--- config.mk ---
export PLATFORM = sky130hd
export DESIGN_NAME = speed_pi_and_steering_p_controller_top
export DESIGN_NICKNAME = d
export VERILOG_FILES = /design/src/rtl/spsc_pkg.sv /design/src/rtl/speed_pi_and_steering_p_controller_top.sv
export SDC_FILE = /design/constraint.sdc
export NUM_CORES = 2
export LEC_CHECK = 0
export BUFFER_PORTS_ARGS = -buffer_cell sky130_fd_sc_hd__buf_2
export CAP_MARGIN = 20
export CORE_ASPECT_RATIO = 1.75
export CORE_MARGIN = 2
export CORE_UTILIZATION = 30
export CTS_CLUSTER_SIZE = 14
export DETAILED_ROUTE_END_ITERATION = 16
export SLEW_MARGIN = 20
export SYNTH_ARGS = -nofsm -noshare
export SYNTH_HDL_FRONTEND = slang
export SYNTH_SLANG_ARGS = --single-unit
--- constraint.sdc ---
create_clock -name clock -period 13.78 [get_ports clock]
set_clock_uncertainty 0.2 [all_clocks]
set_input_delay 2.067 -clock clock [delete_from_list [all_inputs] [get_ports clock]]
set_output_delay 2.067 -clock clock [all_outputs]
set_load 0.03 [all_outputs]
--- src/rtl/spsc_pkg.sv ---
// ----------------------------------------------------------------------------
// spsc_pkg
// Shared widths, reset values, datapath codes and the microcode table of the
// speed PI and steering P controller.
// ----------------------------------------------------------------------------
package spsc_pkg;

   // Fixed-point fraction of all speed quantities
   localparam int FRAC_BITS = 10;

   // Field widths
   localparam int CAP_W     = 16;
   localparam int TGT_W     = 16;
   localparam int GAIN_W    = 10;
   localparam int DIST_W    = 16;
   localparam int MID_W     = 16;
   localparam int KPS_W     = 8;
   localparam int BASE_W    = 12;
   localparam int SERVO_W   = 11;
   localparam int MOTOR_W   = 12;
   localparam int SPEED_W   = DIST_W + FRAC_BITS;
   localparam int CSR_IDX_W = 4;
   localparam int CSR_DAT_W = 16;

   // Internal widths
   localparam int STEER_W   = CAP_W + 2;
   localparam int ERR_W     = SPEED_W + 1;
   localparam int INTEG_W   = 32;
   localparam int MUL_A_W   = GAIN_W + 1;
   localparam int MUL_B_W   = INTEG_W + 1;
   localparam int ACC_W     = MUL_A_W + MUL_B_W;
   localparam int DIV_CNT_W = $clog2(SPEED_W);
   localparam int STEP_W    = 4;

   // Constants of the control laws
   localparam int CAP_MAX         = 65535;
   localparam int SERVO_CENTER    = 1500;
   localparam int SERVO_MIN       = 1000;
   localparam int SERVO_MAX       = 2000;
   localparam int MOTOR_MIN       = 500;
   localparam int MOTOR_MAX       = 2500;
   localparam int MOTOR_RESET     = 1000;
   localparam int BOOST_THRESHOLD = 200;

   // Register reset values
   localparam int TARGET_RESET = 4096;
   localparam int KP_SPD_RESET = 100;
   localparam int KI_SPD_RESET = 15;
   localparam int DIST_RESET   = 1256;
   localparam int MID_RESET    = 120;
   localparam int KP_STR_RESET = 10;
   localparam int BASE_N_RESET = 1000;
   localparam int BASE_B_RESET = 1500;

   // Register indexes
   typedef enum logic [CSR_IDX_W-1:0] {
      CSR_TARGET_SPEED    = 4'd0,
      CSR_KP_SPEED        = 4'd1,
      CSR_KI_SPEED        = 4'd2,
      CSR_DISTANCE_SCALE  = 4'd3,
      CSR_MIDDLE_LINE     = 4'd4,
      CSR_KP_STEERING     = 4'd5,
      CSR_BASE_PWM_NORMAL = 4'd6,
      CSR_BASE_PWM_BOOST  = 4'd7
   } csr_index_type;

   // Event kinds
   localparam logic ACTION_STEER = 1'b0;
   localparam logic ACTION_SPEED = 1'b1;

   // Datapath operations
   typedef enum logic [3:0] {
      OP_NONE,
      OP_STEER_ERR,
      OP_SERVO_SUM,
      OP_SERVO_CLAMP,
      OP_PERIOD,
      OP_DIV_STEP,
      OP_SPEED_ERR,
      OP_INTEG,
      OP_BASE_ADD,
      OP_ACC_ADD,
      OP_MOTOR_CLAMP
   } op_type;

   // Multiplier operand selection
   typedef enum logic [1:0] {
      MUL_NONE,
      MUL_KP_STEER,
      MUL_KP_SPEED,
      MUL_KI_SPEED
   } mul_sel_type;

   // Sequencing
   typedef enum logic [1:0] {
      COND_NEXT,
      COND_JUMP,
      COND_DIV_LOOP
   } cond_type;

   typedef logic [STEP_W-1:0] step_type;

   typedef struct packed {
      op_type      op;
      mul_sel_type mul;
      cond_type    cond;
      step_type    target;
      logic        last;
   } ctrl_word_type;

   // Program entry points
   localparam step_type STEP_STEER = 4'd0;
   localparam step_type STEP_SPEED = 4'd4;
   localparam step_type STEP_DIV   = 4'd5;
   localparam step_type STEP_DONE  = 4'd11;

   // Microcode table
   function automatic ctrl_word_type ucode_rom(input step_type step);
      ctrl_word_type w;
      w = '{op: OP_NONE, mul: MUL_NONE, cond: COND_NEXT, target: STEP_DONE, last: 1'b1};
      case (step)
         4'd0:  w = '{OP_STEER_ERR,   MUL_NONE,     COND_NEXT,     STEP_DONE, 1'b0};
         4'd1:  w = '{OP_NONE,        MUL_KP_STEER, COND_NEXT,     STEP_DONE, 1'b0};
         4'd2:  w = '{OP_SERVO_SUM,   MUL_NONE,     COND_NEXT,     STEP_DONE, 1'b0};
         4'd3:  w = '{OP_SERVO_CLAMP, MUL_NONE,     COND_JUMP,     STEP_DONE, 1'b0};
         4'd4:  w = '{OP_PERIOD,      MUL_NONE,     COND_NEXT,     STEP_DONE, 1'b0};
         4'd5:  w = '{OP_DIV_STEP,    MUL_NONE,     COND_DIV_LOOP, STEP_DIV,  1'b0};
         4'd6:  w = '{OP_SPEED_ERR,   MUL_NONE,     COND_NEXT,     STEP_DONE, 1'b0};
         4'd7:  w = '{OP_INTEG,       MUL_KP_SPEED, COND_NEXT,     STEP_DONE, 1'b0};
         4'd8:  w = '{OP_BASE_ADD,    MUL_KI_SPEED, COND_NEXT,     STEP_DONE, 1'b0};
         4'd9:  w = '{OP_ACC_ADD,     MUL_NONE,     COND_NEXT,     STEP_DONE, 1'b0};
         4'd10: w = '{OP_MOTOR_CLAMP, MUL_NONE,     COND_NEXT,     STEP_DONE, 1'b0};
         4'd11: w = '{OP_NONE,        MUL_NONE,     COND_NEXT,     STEP_DONE, 1'b1};
         default: w = '{OP_NONE,      MUL_NONE,     COND_NEXT,     STEP_DONE, 1'b1};
      endcase
      return w;
   endfunction

endpackage

--- src/rtl/speed_pi_and_steering_p_controller_top.sv ---
// ----------------------------------------------------------------------------
// speed_pi_and_steering_p_controller_top
// Steering P loop and wheel-speed PI loop run by a microcoded sequencer over
// one shared multiplier, an accumulator and a restoring divider.
// ----------------------------------------------------------------------------
// Each transfer on the req_ channel is one capture event and yields one result
// on the rsp_ channel carrying the held servo compare, motor compare and
// speed. A line-sync event runs a 5-step program; a wheel event runs 33
// steps, 26 of which are the one-bit-per-cycle division of the scaled
// distance by the pulse period. One event is worked on at a time; the next
// is taken as soon as the program of the previous one has handed its result
// to the output register, even while that result still waits to be taken.
// Register writes on the csr_ channel are always accepted and are meant to
// happen while the block is idle.
module speed_pi_and_steering_p_controller_top (
   input  logic                             clock,
   input  logic                             reset,
   // Register write channel
   input  logic                             csr_valid,
   output logic                             csr_ready,
   input  logic [spsc_pkg::CSR_IDX_W-1:0]   csr_index,
   input  logic [spsc_pkg::CSR_DAT_W-1:0]   csr_wdata,
   // Event channel
   input  logic                             req_valid,
   output logic                             req_ready,
   input  logic                             req_action,
   input  logic [spsc_pkg::CAP_W-1:0]       req_capture,
   // Result channel
   output logic                             rsp_valid,
   input  logic                             rsp_ready,
   output logic [spsc_pkg::SERVO_W-1:0]     rsp_servo_compare,
   output logic [spsc_pkg::MOTOR_W-1:0]     rsp_motor_compare,
   output logic [spsc_pkg::SPEED_W-1:0]     rsp_speed_q10
);
   import spsc_pkg::*;

   localparam logic signed [ACC_W-1:0] SERVO_LO = ACC_W'(SERVO_MIN);
   localparam logic signed [ACC_W-1:0] SERVO_HI = ACC_W'(SERVO_MAX);
   localparam logic signed [ACC_W-1:0] MOTOR_LO = ACC_W'(MOTOR_MIN) << FRAC_BITS;
   localparam logic signed [ACC_W-1:0] MOTOR_HI = ACC_W'(MOTOR_MAX) << FRAC_BITS;
   localparam logic signed [STEER_W-1:0] BOOST_LIM = STEER_W'(BOOST_THRESHOLD);
   localparam logic [DIV_CNT_W-1:0] DIV_LAST = DIV_CNT_W'(SPEED_W - 1);

   // Configuration registers
   logic [TGT_W-1:0]  target_ff;
   logic [GAIN_W-1:0] kp_spd_ff;
   logic [GAIN_W-1:0] ki_spd_ff;
   logic [DIST_W-1:0] dist_ff;
   logic [MID_W-1:0]  mid_ff;
   logic [KPS_W-1:0]  kp_str_ff;
   logic [BASE_W-1:0] base_n_ff;
   logic [BASE_W-1:0] base_b_ff;

   // Sequencer
   logic          busy_ff;
   step_type      step_ff;
   step_type      step_in;
   ctrl_word_type uw;
   logic          req_fire;
   logic          deliver;

   // Datapath state
   logic [CAP_W-1:0]          cap_ff;
   logic [CAP_W-1:0]          last_cap_ff;
   logic signed [INTEG_W-1:0] integ_ff;
   logic signed [INTEG_W-1:0] integ_in;
   logic signed [STEER_W-1:0] steer_err_ff;
   logic                      boost_ff;
   logic [SERVO_W-1:0]        servo_ff;
   logic [MOTOR_W-1:0]        motor_ff;
   logic signed [ERR_W-1:0]   err_ff;
   logic signed [ACC_W-1:0]   acc_ff;
   logic signed [ACC_W-1:0]   prod_ff;
   logic [CAP_W-1:0]          divisor_ff;
   logic [CAP_W-1:0]          rem_ff;
   logic [SPEED_W-1:0]        quot_ff;
   logic [DIV_CNT_W-1:0]      div_cnt_ff;

   // Output register
   logic               rsp_valid_ff;
   logic [SERVO_W-1:0] rsp_servo_ff;
   logic [MOTOR_W-1:0] rsp_motor_ff;
   logic [SPEED_W-1:0] rsp_speed_ff;

   // Combinational helpers
   logic [CAP_W:0]            period_diff;
   logic [CAP_W-1:0]          period;
   logic [CAP_W:0]            rem_sh;
   logic                      rem_ge;
   logic signed [MUL_A_W-1:0] mul_a;
   logic signed [MUL_B_W-1:0] mul_b;
   logic signed [ACC_W-1:0]   mul_p;
   logic signed [INTEG_W:0]   integ_sum;
   logic [BASE_W-1:0]         base_sel;

   assign csr_ready         = 1'b1;
   assign req_ready         = !busy_ff;
   assign req_fire          = req_valid && req_ready;
   assign rsp_valid         = rsp_valid_ff;
   assign rsp_servo_compare = rsp_servo_ff;
   assign rsp_motor_compare = rsp_motor_ff;
   assign rsp_speed_q10     = rsp_speed_ff;

   // Fetch the control word of the current step
   assign uw      = ucode_rom(step_ff);
   assign deliver = busy_ff && uw.last && (!rsp_valid_ff || rsp_ready);

   // Pick the next step
   always_comb begin
      step_in = step_ff + 1'b1;
      case (uw.cond)
         COND_JUMP:     step_in = uw.target;
         COND_DIV_LOOP: if (div_cnt_ff != DIV_LAST) begin
            step_in = uw.target;
         end
         default:       step_in = step_ff + 1'b1;
      endcase
   end

   // Wrapped period of the down-counting timer, zero taken as one
   always_comb begin
      period_diff = {1'b0, last_cap_ff} - {1'b0, cap_ff};
      if (cap_ff <= last_cap_ff) begin
         period = period_diff[CAP_W-1:0];
      end else begin
         period = period_diff[CAP_W-1:0] - 1'b1;
      end
      if (period == '0) begin
         period = CAP_W'(1);
      end
   end

   // One restoring division step
   assign rem_sh = {rem_ff, quot_ff[SPEED_W-1]};
   assign rem_ge = rem_sh >= {1'b0, divisor_ff};

   // Shared multiplier operands
   always_comb begin
      mul_a = '0;
      mul_b = '0;
      case (uw.mul)
         MUL_KP_STEER: begin
            mul_a = MUL_A_W'(kp_str_ff);
            mul_b = MUL_B_W'(steer_err_ff);
         end
         MUL_KP_SPEED: begin
            mul_a = MUL_A_W'(kp_spd_ff);
            mul_b = MUL_B_W'(err_ff);
         end
         MUL_KI_SPEED: begin
            mul_a = MUL_A_W'(ki_spd_ff);
            mul_b = MUL_B_W'(integ_ff);
         end
         default: begin
            mul_a = '0;
            mul_b = '0;
         end
      endcase
   end
   assign mul_p = mul_a * mul_b;

   // Saturating integral
   always_comb begin
      integ_sum = $signed({integ_ff[INTEG_W-1], integ_ff}) + (INTEG_W+1)'(err_ff);
      if (integ_sum[INTEG_W] != integ_sum[INTEG_W-1]) begin
         integ_in = integ_sum[INTEG_W] ? {1'b1, {(INTEG_W-1){1'b0}}}
                                       : {1'b0, {(INTEG_W-1){1'b1}}};
      end else begin
         integ_in = integ_sum[INTEG_W-1:0];
      end
   end

   assign base_sel = boost_ff ? base_b_ff : base_n_ff;

   // Register writes
   always_ff @(posedge clock) begin
      if (reset) begin
         target_ff <= TGT_W'(TARGET_RESET);
         kp_spd_ff <= GAIN_W'(KP_SPD_RESET);
         ki_spd_ff <= GAIN_W'(KI_SPD_RESET);
         dist_ff   <= DIST_W'(DIST_RESET);
         mid_ff    <= MID_W'(MID_RESET);
         kp_str_ff <= KPS_W'(KP_STR_RESET);
         base_n_ff <= BASE_W'(BASE_N_RESET);
         base_b_ff <= BASE_W'(BASE_B_RESET);
      end else if (csr_valid && csr_ready) begin
         case (csr_index)
            CSR_TARGET_SPEED:    target_ff <= csr_wdata[TGT_W-1:0];
            CSR_KP_SPEED:        kp_spd_ff <= csr_wdata[GAIN_W-1:0];
            CSR_KI_SPEED:        ki_spd_ff <= csr_wdata[GAIN_W-1:0];
            CSR_DISTANCE_SCALE:  dist_ff   <= csr_wdata[DIST_W-1:0];
            CSR_MIDDLE_LINE:     mid_ff    <= csr_wdata[MID_W-1:0];
            CSR_KP_STEERING:     kp_str_ff <= csr_wdata[KPS_W-1:0];
            CSR_BASE_PWM_NORMAL: base_n_ff <= csr_wdata[BASE_W-1:0];
            CSR_BASE_PWM_BOOST:  base_b_ff <= csr_wdata[BASE_W-1:0];
            default: ;
         endcase
      end
   end

   // Sequencer and output register
   always_ff @(posedge clock) begin
      if (reset) begin
         busy_ff      <= 1'b0;
         step_ff      <= STEP_STEER;
         rsp_valid_ff <= 1'b0;
      end else begin
         if (deliver) begin
            rsp_valid_ff <= 1'b1;
         end else if (rsp_valid_ff && rsp_ready) begin
            rsp_valid_ff <= 1'b0;
         end
         if (req_fire) begin
            busy_ff <= 1'b1;
            step_ff <= (req_action == ACTION_SPEED) ? STEP_SPEED : STEP_STEER;
         end else if (busy_ff) begin
            if (uw.last) begin
               // hold at the last step until the output register is free
               if (deliver) begin
                  busy_ff <= 1'b0;
               end
            end else begin
               step_ff <= step_in;
            end
         end
      end
   end

   // Result payload
   always_ff @(posedge clock) begin
      if (deliver) begin
         rsp_servo_ff <= servo_ff;
         rsp_motor_ff <= motor_ff;
         rsp_speed_ff <= quot_ff;
      end
   end

   // Controller state
   always_ff @(posedge clock) begin
      if (reset) begin
         last_cap_ff  <= CAP_W'(CAP_MAX);
         integ_ff     <= '0;
         steer_err_ff <= '0;
         boost_ff     <= 1'b0;
         servo_ff     <= SERVO_W'(SERVO_CENTER);
         motor_ff     <= MOTOR_W'(MOTOR_RESET);
         quot_ff      <= '0;
      end else if (busy_ff) begin
         case (uw.op)
            OP_STEER_ERR: begin
               steer_err_ff <= $signed(STEER_W'(mid_ff) + STEER_W'(cap_ff)
                                       - STEER_W'(CAP_MAX));
            end
            OP_SERVO_CLAMP: begin
               if (acc_ff < SERVO_LO) begin
                  servo_ff <= SERVO_W'(SERVO_MIN);
               end else if (acc_ff > SERVO_HI) begin
                  servo_ff <= SERVO_W'(SERVO_MAX);
               end else begin
                  servo_ff <= acc_ff[SERVO_W-1:0];
               end
            end
            OP_PERIOD: begin
               // load the scaled distance as dividend
               quot_ff <= SPEED_W'(dist_ff) << FRAC_BITS;
            end
            OP_DIV_STEP: begin
               quot_ff <= {quot_ff[SPEED_W-2:0], rem_ge};
            end
            OP_INTEG: begin
               integ_ff <= integ_in;
               if (steer_err_ff > BOOST_LIM) begin
                  boost_ff <= 1'b1;
               end
            end
            OP_MOTOR_CLAMP: begin
               if (acc_ff < MOTOR_LO) begin
                  motor_ff <= MOTOR_W'(MOTOR_MIN);
               end else if (acc_ff > MOTOR_HI) begin
                  motor_ff <= MOTOR_W'(MOTOR_MAX);
               end else begin
                  motor_ff <= acc_ff[FRAC_BITS +: MOTOR_W];
               end
               last_cap_ff <= cap_ff;
            end
            default: ;
         endcase
      end
   end

   // Working registers
   always_ff @(posedge clock) begin
      if (req_fire) begin
         cap_ff <= req_capture;
      end
      if (busy_ff) begin
         prod_ff <= mul_p;
         case (uw.op)
            OP_SERVO_SUM: acc_ff <= ACC_W'(SERVO_CENTER) + prod_ff;
            OP_PERIOD: begin
               divisor_ff <= period;
               rem_ff     <= '0;
               div_cnt_ff <= '0;
            end
            OP_DIV_STEP: begin
               rem_ff     <= rem_ge ? CAP_W'(rem_sh - {1'b0, divisor_ff})
                                    : rem_sh[CAP_W-1:0];
               div_cnt_ff <= div_cnt_ff + 1'b1;
            end
            OP_SPEED_ERR: err_ff <= $signed(ERR_W'(target_ff) - ERR_W'(quot_ff));
            OP_BASE_ADD:  acc_ff <= $signed(ACC_W'(base_sel) << FRAC_BITS) + prod_ff;
            OP_ACC_ADD:   acc_ff <= acc_ff + prod_ff;
            default: ;
         endcase
      end
   end

endmodule
==> summary.txt <==
Clock network
  – H-Tree Level Count: 2
  – Root buf cell: clkbuf_16
  – Post-CTS Setup Bufs: 0
  – CTS hold repair buffers: 0
  – Clk_lat worst skew: 0.64 ns
  – CTS Buf Count: 45
  – Clock sink total: 449
  – Cts repair resizes: 0
  – CTS tree: built
  – Clock slew seen by the registers of the worst setup and hold paths: 0.08 ns
  – Maximum root-to-sink buffer count: 3

Logic synthesis
  – Post-synthesis sequential area ratio: 0.294
  – Mapped Cells: 4277
  – Syn Nets: 4859
  – Main synth FF type: dfxtp_1
  – Yosys warns: 0
  – Synth unique cells: 97
  – Syn Area/Cell: 8.88 um^2
  – EDFF count, synth: 217
  – Share of async-settable or async-resettable flops after synthesis: 0
  – Synthesis-stage register bit count: 449
  – Netlist area before placement: 38000 um^2

Final layout
  – Final instance area: 41700 um^2
  – Layout Nets: 4853
  – Ratio of cells with drive above 1 in the final layout: 0.0754
  – # diodes: 0
  – Filler instances: 13157
  – Post-route insts no fill: 5961
  – Synth-to-Final Area Change: 9.66%

Worst hold path
  – Worst hold endpoint: rsp_motor_compare[6]$_DFFE_PP_
  – Hold Crit Start: motor_ff[6]$_SDFFE_PP1P_
  – Worst Hold Depth: 0
  – Hold Path Class: reg -> reg

Critical path
  – Crit Path Class: reg -> reg
  – Crit. End Element: flip-flop
  – R2R cell count: 25
  – Register-to-register setup slack: 5.11 ns
  – RR Endpoint: prod_ff[43]$_DFFE_PP_
  – Crit path max fanout: 37
  – Reg2reg start: uw[7]$_DFF_P_
  – WP data required: 13.95 ns
  – Startpoint Class: flip-flop
  – Arrival time at the worst endpoint: 8.84 ns

STA
  – Max_slew headroom: 0.242
  – Slew @ Worst Pin: 1.14 ns
  – Final setup TNS: 0 ns
  – # setup viols final: 0
  – Post-layout minimum cycle time: 8.67 ns
  – Slew Limit Fails: 0
  – RSZ-0062 raised after global routing: false
  – Final hold violations: 0
  – Worst setup margin: 5.11 ns
  – Part of the cycle the worst path needs: 0.629
  – Highest Clock Rate: 115 MHz

Pwr
  – PD cells: 76.3 nW/um^2
  – Static leakage power: 0.0177 uW
  – Max VDD drop: 0.107 mV

Place
  – Dpl ws: 5.07 ns
  – DP Cell Count: 5877
  – Placed instance area: 40200 um^2
  – Buffers on Ports: 92
  – DP Wirelength: 90500 um
  – GPL Wtd Cong: 0.917

Routing
  – DR vias: 30814
  – DRC Markers: 0
  – WL per Instance: 19.0 um
  – Total Wirelength: 113000 um
  – ANT nets after route: 0
  – Drt first pass iters: 8
  – Via-to-Cell Ratio: 5.17
  – Initial DRC Count: 1460

Global route
  – Wire length of the first global-routing pass: 177000 um
  – Total GRT Usage: 0.174
  – Vias in the first global route: 31994
  – GR Overflow Total: 0
  – Largest net degree at the start of global routing: 79
  – Antenna violations before repair: 1

Die
  – Starting Density: 0.302
  – Core Area: 126000 um^2
  – Die ar.: 130000 um^2
  – Die width: 273 um
  – Die Ht: 475 um
  – Row count: 172
  – IO Pins: 94

Outcome
  – Status: finished, final reports clean

Job
  – Maxcap violations: 0
-- worst max-delay path by stage --
| stage | from | end | slack (ns) | depth (start not counted) |
|---|---|---|---|---|
| CTS | uw[7]$_DFF_P_ | prod_ff[43]$_DFFE_PP_ | 5.07 | 25 |
| floorplan | uw[7]$_DFF_P_ | prod_ff[40]$_DFFE_PP_ | 6.61 | 26 |
| detailed placement | uw[7]$_DFF_P_ | prod_ff[43]$_DFFE_PP_ | 5.07 | 25 |
| global route | uw[7]$_DFF_P_ | prod_ff[43]$_DFFE_PP_ | 4.56 | 25 |
| global placement | uw[7]$_DFF_P_ | prod_ff[43]$_DFFE_PP_ | 5.06 | 25 |
| finish | uw[7]$_DFF_P_ | prod_ff[43]$_DFFE_PP_ | 5.11 | 25 |
-- through the flow --
stage               hold WS [ns]  power, uW  utilization
CTS                        0.238       3210        0.331
finish                     0.237       3180        0.331
global route               0.244       3300        0.331
detailed placement         0.217       1970        0.320
global placement           0.212       1970        0.320
floorplan                  0.203       1820            -
-- flip-flops by register name (all words and copies together) (netlist names), 12 cells and up --
| name | cells |
|---|---|
| dist_ff | 16 |
| base_b_ff | 12 |
| motor_ff | 12 |
| steer_err_ff | 18 |
| integ_ff | 32 |
| target_ff | 16 |
| rsp_motor_compare | 12 |
| rsp_speed_q10 | 26 |
| last_cap_ff | 16 |
| quot_ff | 26 |
| base_n_ff | 12 |
| cap_ff | 16 |
| prod_ff | 44 |
| divisor_ff | 16 |
| rem_ff | 16 |
| err_ff | 27 |
| acc_ff | 44 |
| mid_ff | 16 |
-- area by class of cell --
class                   count  area (um^2)  area share
flip-flops and latches    449        11200       0.268
multi-input cells        3167        24400       0.587
repair buffers            135          786      0.0189
clock buffers              63         1250      0.0300
clock inverters            21          175     0.00420
inverters                 473         1780      0.0426
well taps                1653         2070      0.0496
-- per-layer routing --
metal	wire, um	global-route usage
met5	17	0
met4	6790	0.0938
met3	3650	0.0159
met2	62600	0.349
met1	40000	0.172
-- kinds of logic (layout without fill, tap and decap cells) --
group | Yosys count | after routing | share of synthesized area
multiplexers | 112 | 112 | 0.0306
AND/OR/NAND/NOR | 1327 | 1327 | 0.158
adder cells (fa/ha/maj) | 540 | 540 | 0.234
buffers and inverters | 661 | 692 | 0.0660
other | 1 | 1 | 0.0000987
flip-flops | 449 | 449 | 0.294
AO/OA/AOI/OAI | 983 | 983 | 0.170
XOR/XNOR | 204 | 204 | 0.0474
-- synthesized netlist by cell type (13+ instances only) --
cell	instances	area [um^2]
edfxtp_1	217	6520
or2_2	21	131
nand2b_1	41	257
nor3_1	63	315
nand2_1	505	1900
or3_1	15	93.8
a22oi_1	33	248
a21oi_1	300	1500
o221a_2	20	225
inv_1	470	1760
a211o_1	14	123
nand3_1	99	495
o21a_1	34	255
o21bai_1	20	150
o211ai_1	42	315
a211oi_1	56	420
and3_1	30	188
xor2_1	85	744
buf_1	21	78.8
a21o_1	113	848
ha_1	257	3220
nor2_1	376	1410
mux2_2	29	327
clkbuf_1	158	593
xnor2_1	117	1020
o31ai_1	22	165
nand4_1	23	144
and2_1	25	156
o22ai_1	15	93.8
nor3b_1	13	97.6
nor2b_1	49	307
dfxtp_1	232	4640
fa_1	283	5670
nor4_1	20	125
o21ai_0	160	801
mux2i_1	82	821
a22o_1	13	114
a31oi_1	26	163
-- cells in the final DEF, fill, tap and decap left out, types with 14 or more instances in the layout --
cell	count
a211o_1	14
a211oi_1	56
a21o_1	113
a21oi_1	299
a22oi_1	32
a31oi_1	25
and2_1	25
and3_1	30
buf_2	91
buf_4	44
clkbuf_16	47
dfxtp_1	229
edfxtp_1	217
fa_1	283
ha_1	257
inv_1	469
mux2_2	29
mux2i_1	82
nand2_1	504
nand2b_1	41
nand3_1	99
nand4_1	23
nor2_1	373
nor2b_1	46
nor3_1	61
nor4_1	20
o211ai_1	42
o21a_1	34
o21ai_0	159
o21bai_1	20
o221a_2	20
o22ai_1	15
o31ai_1	22
or2_2	21
or3_1	15
xnor2_1	117
xor2_1	85
-- report_power, final --
part / switching [uW] / internal (uW) / total [uW]
sequential: 38.2 / 1430 / 1470
clock: 583 / 648 / 1230
combinational: 307 / 170 / 476
total: 928 / 2250 / 3180
-- critical path, cell delays in order, from the launching register on --
cell and delay [ns]:
dfxtp_2 0.65, buf_4 0.43, clkinv_1 0.39, buf_4 0.35, o21ai_2 0.15, buf_4 0.35, nand3_1 0.17, fa_1 0.53
fa_1 0.49, inv_1 0.05, fa_1 0.50, fa_1 0.54, inv_1 0.05, fa_1 0.53, inv_1 0.04, ha_1 0.34
a21oi_1 0.13, o21ai_0 0.16, a221oi_1 0.35, a21boi_0 0.25, a21oi_1 0.43, o21ai_0 0.22, o21ai_0 0.44, o21ai_0 0.23
nor4_1 0.31, nor3_1 0.08
Power figures use the tool's default switching activity.
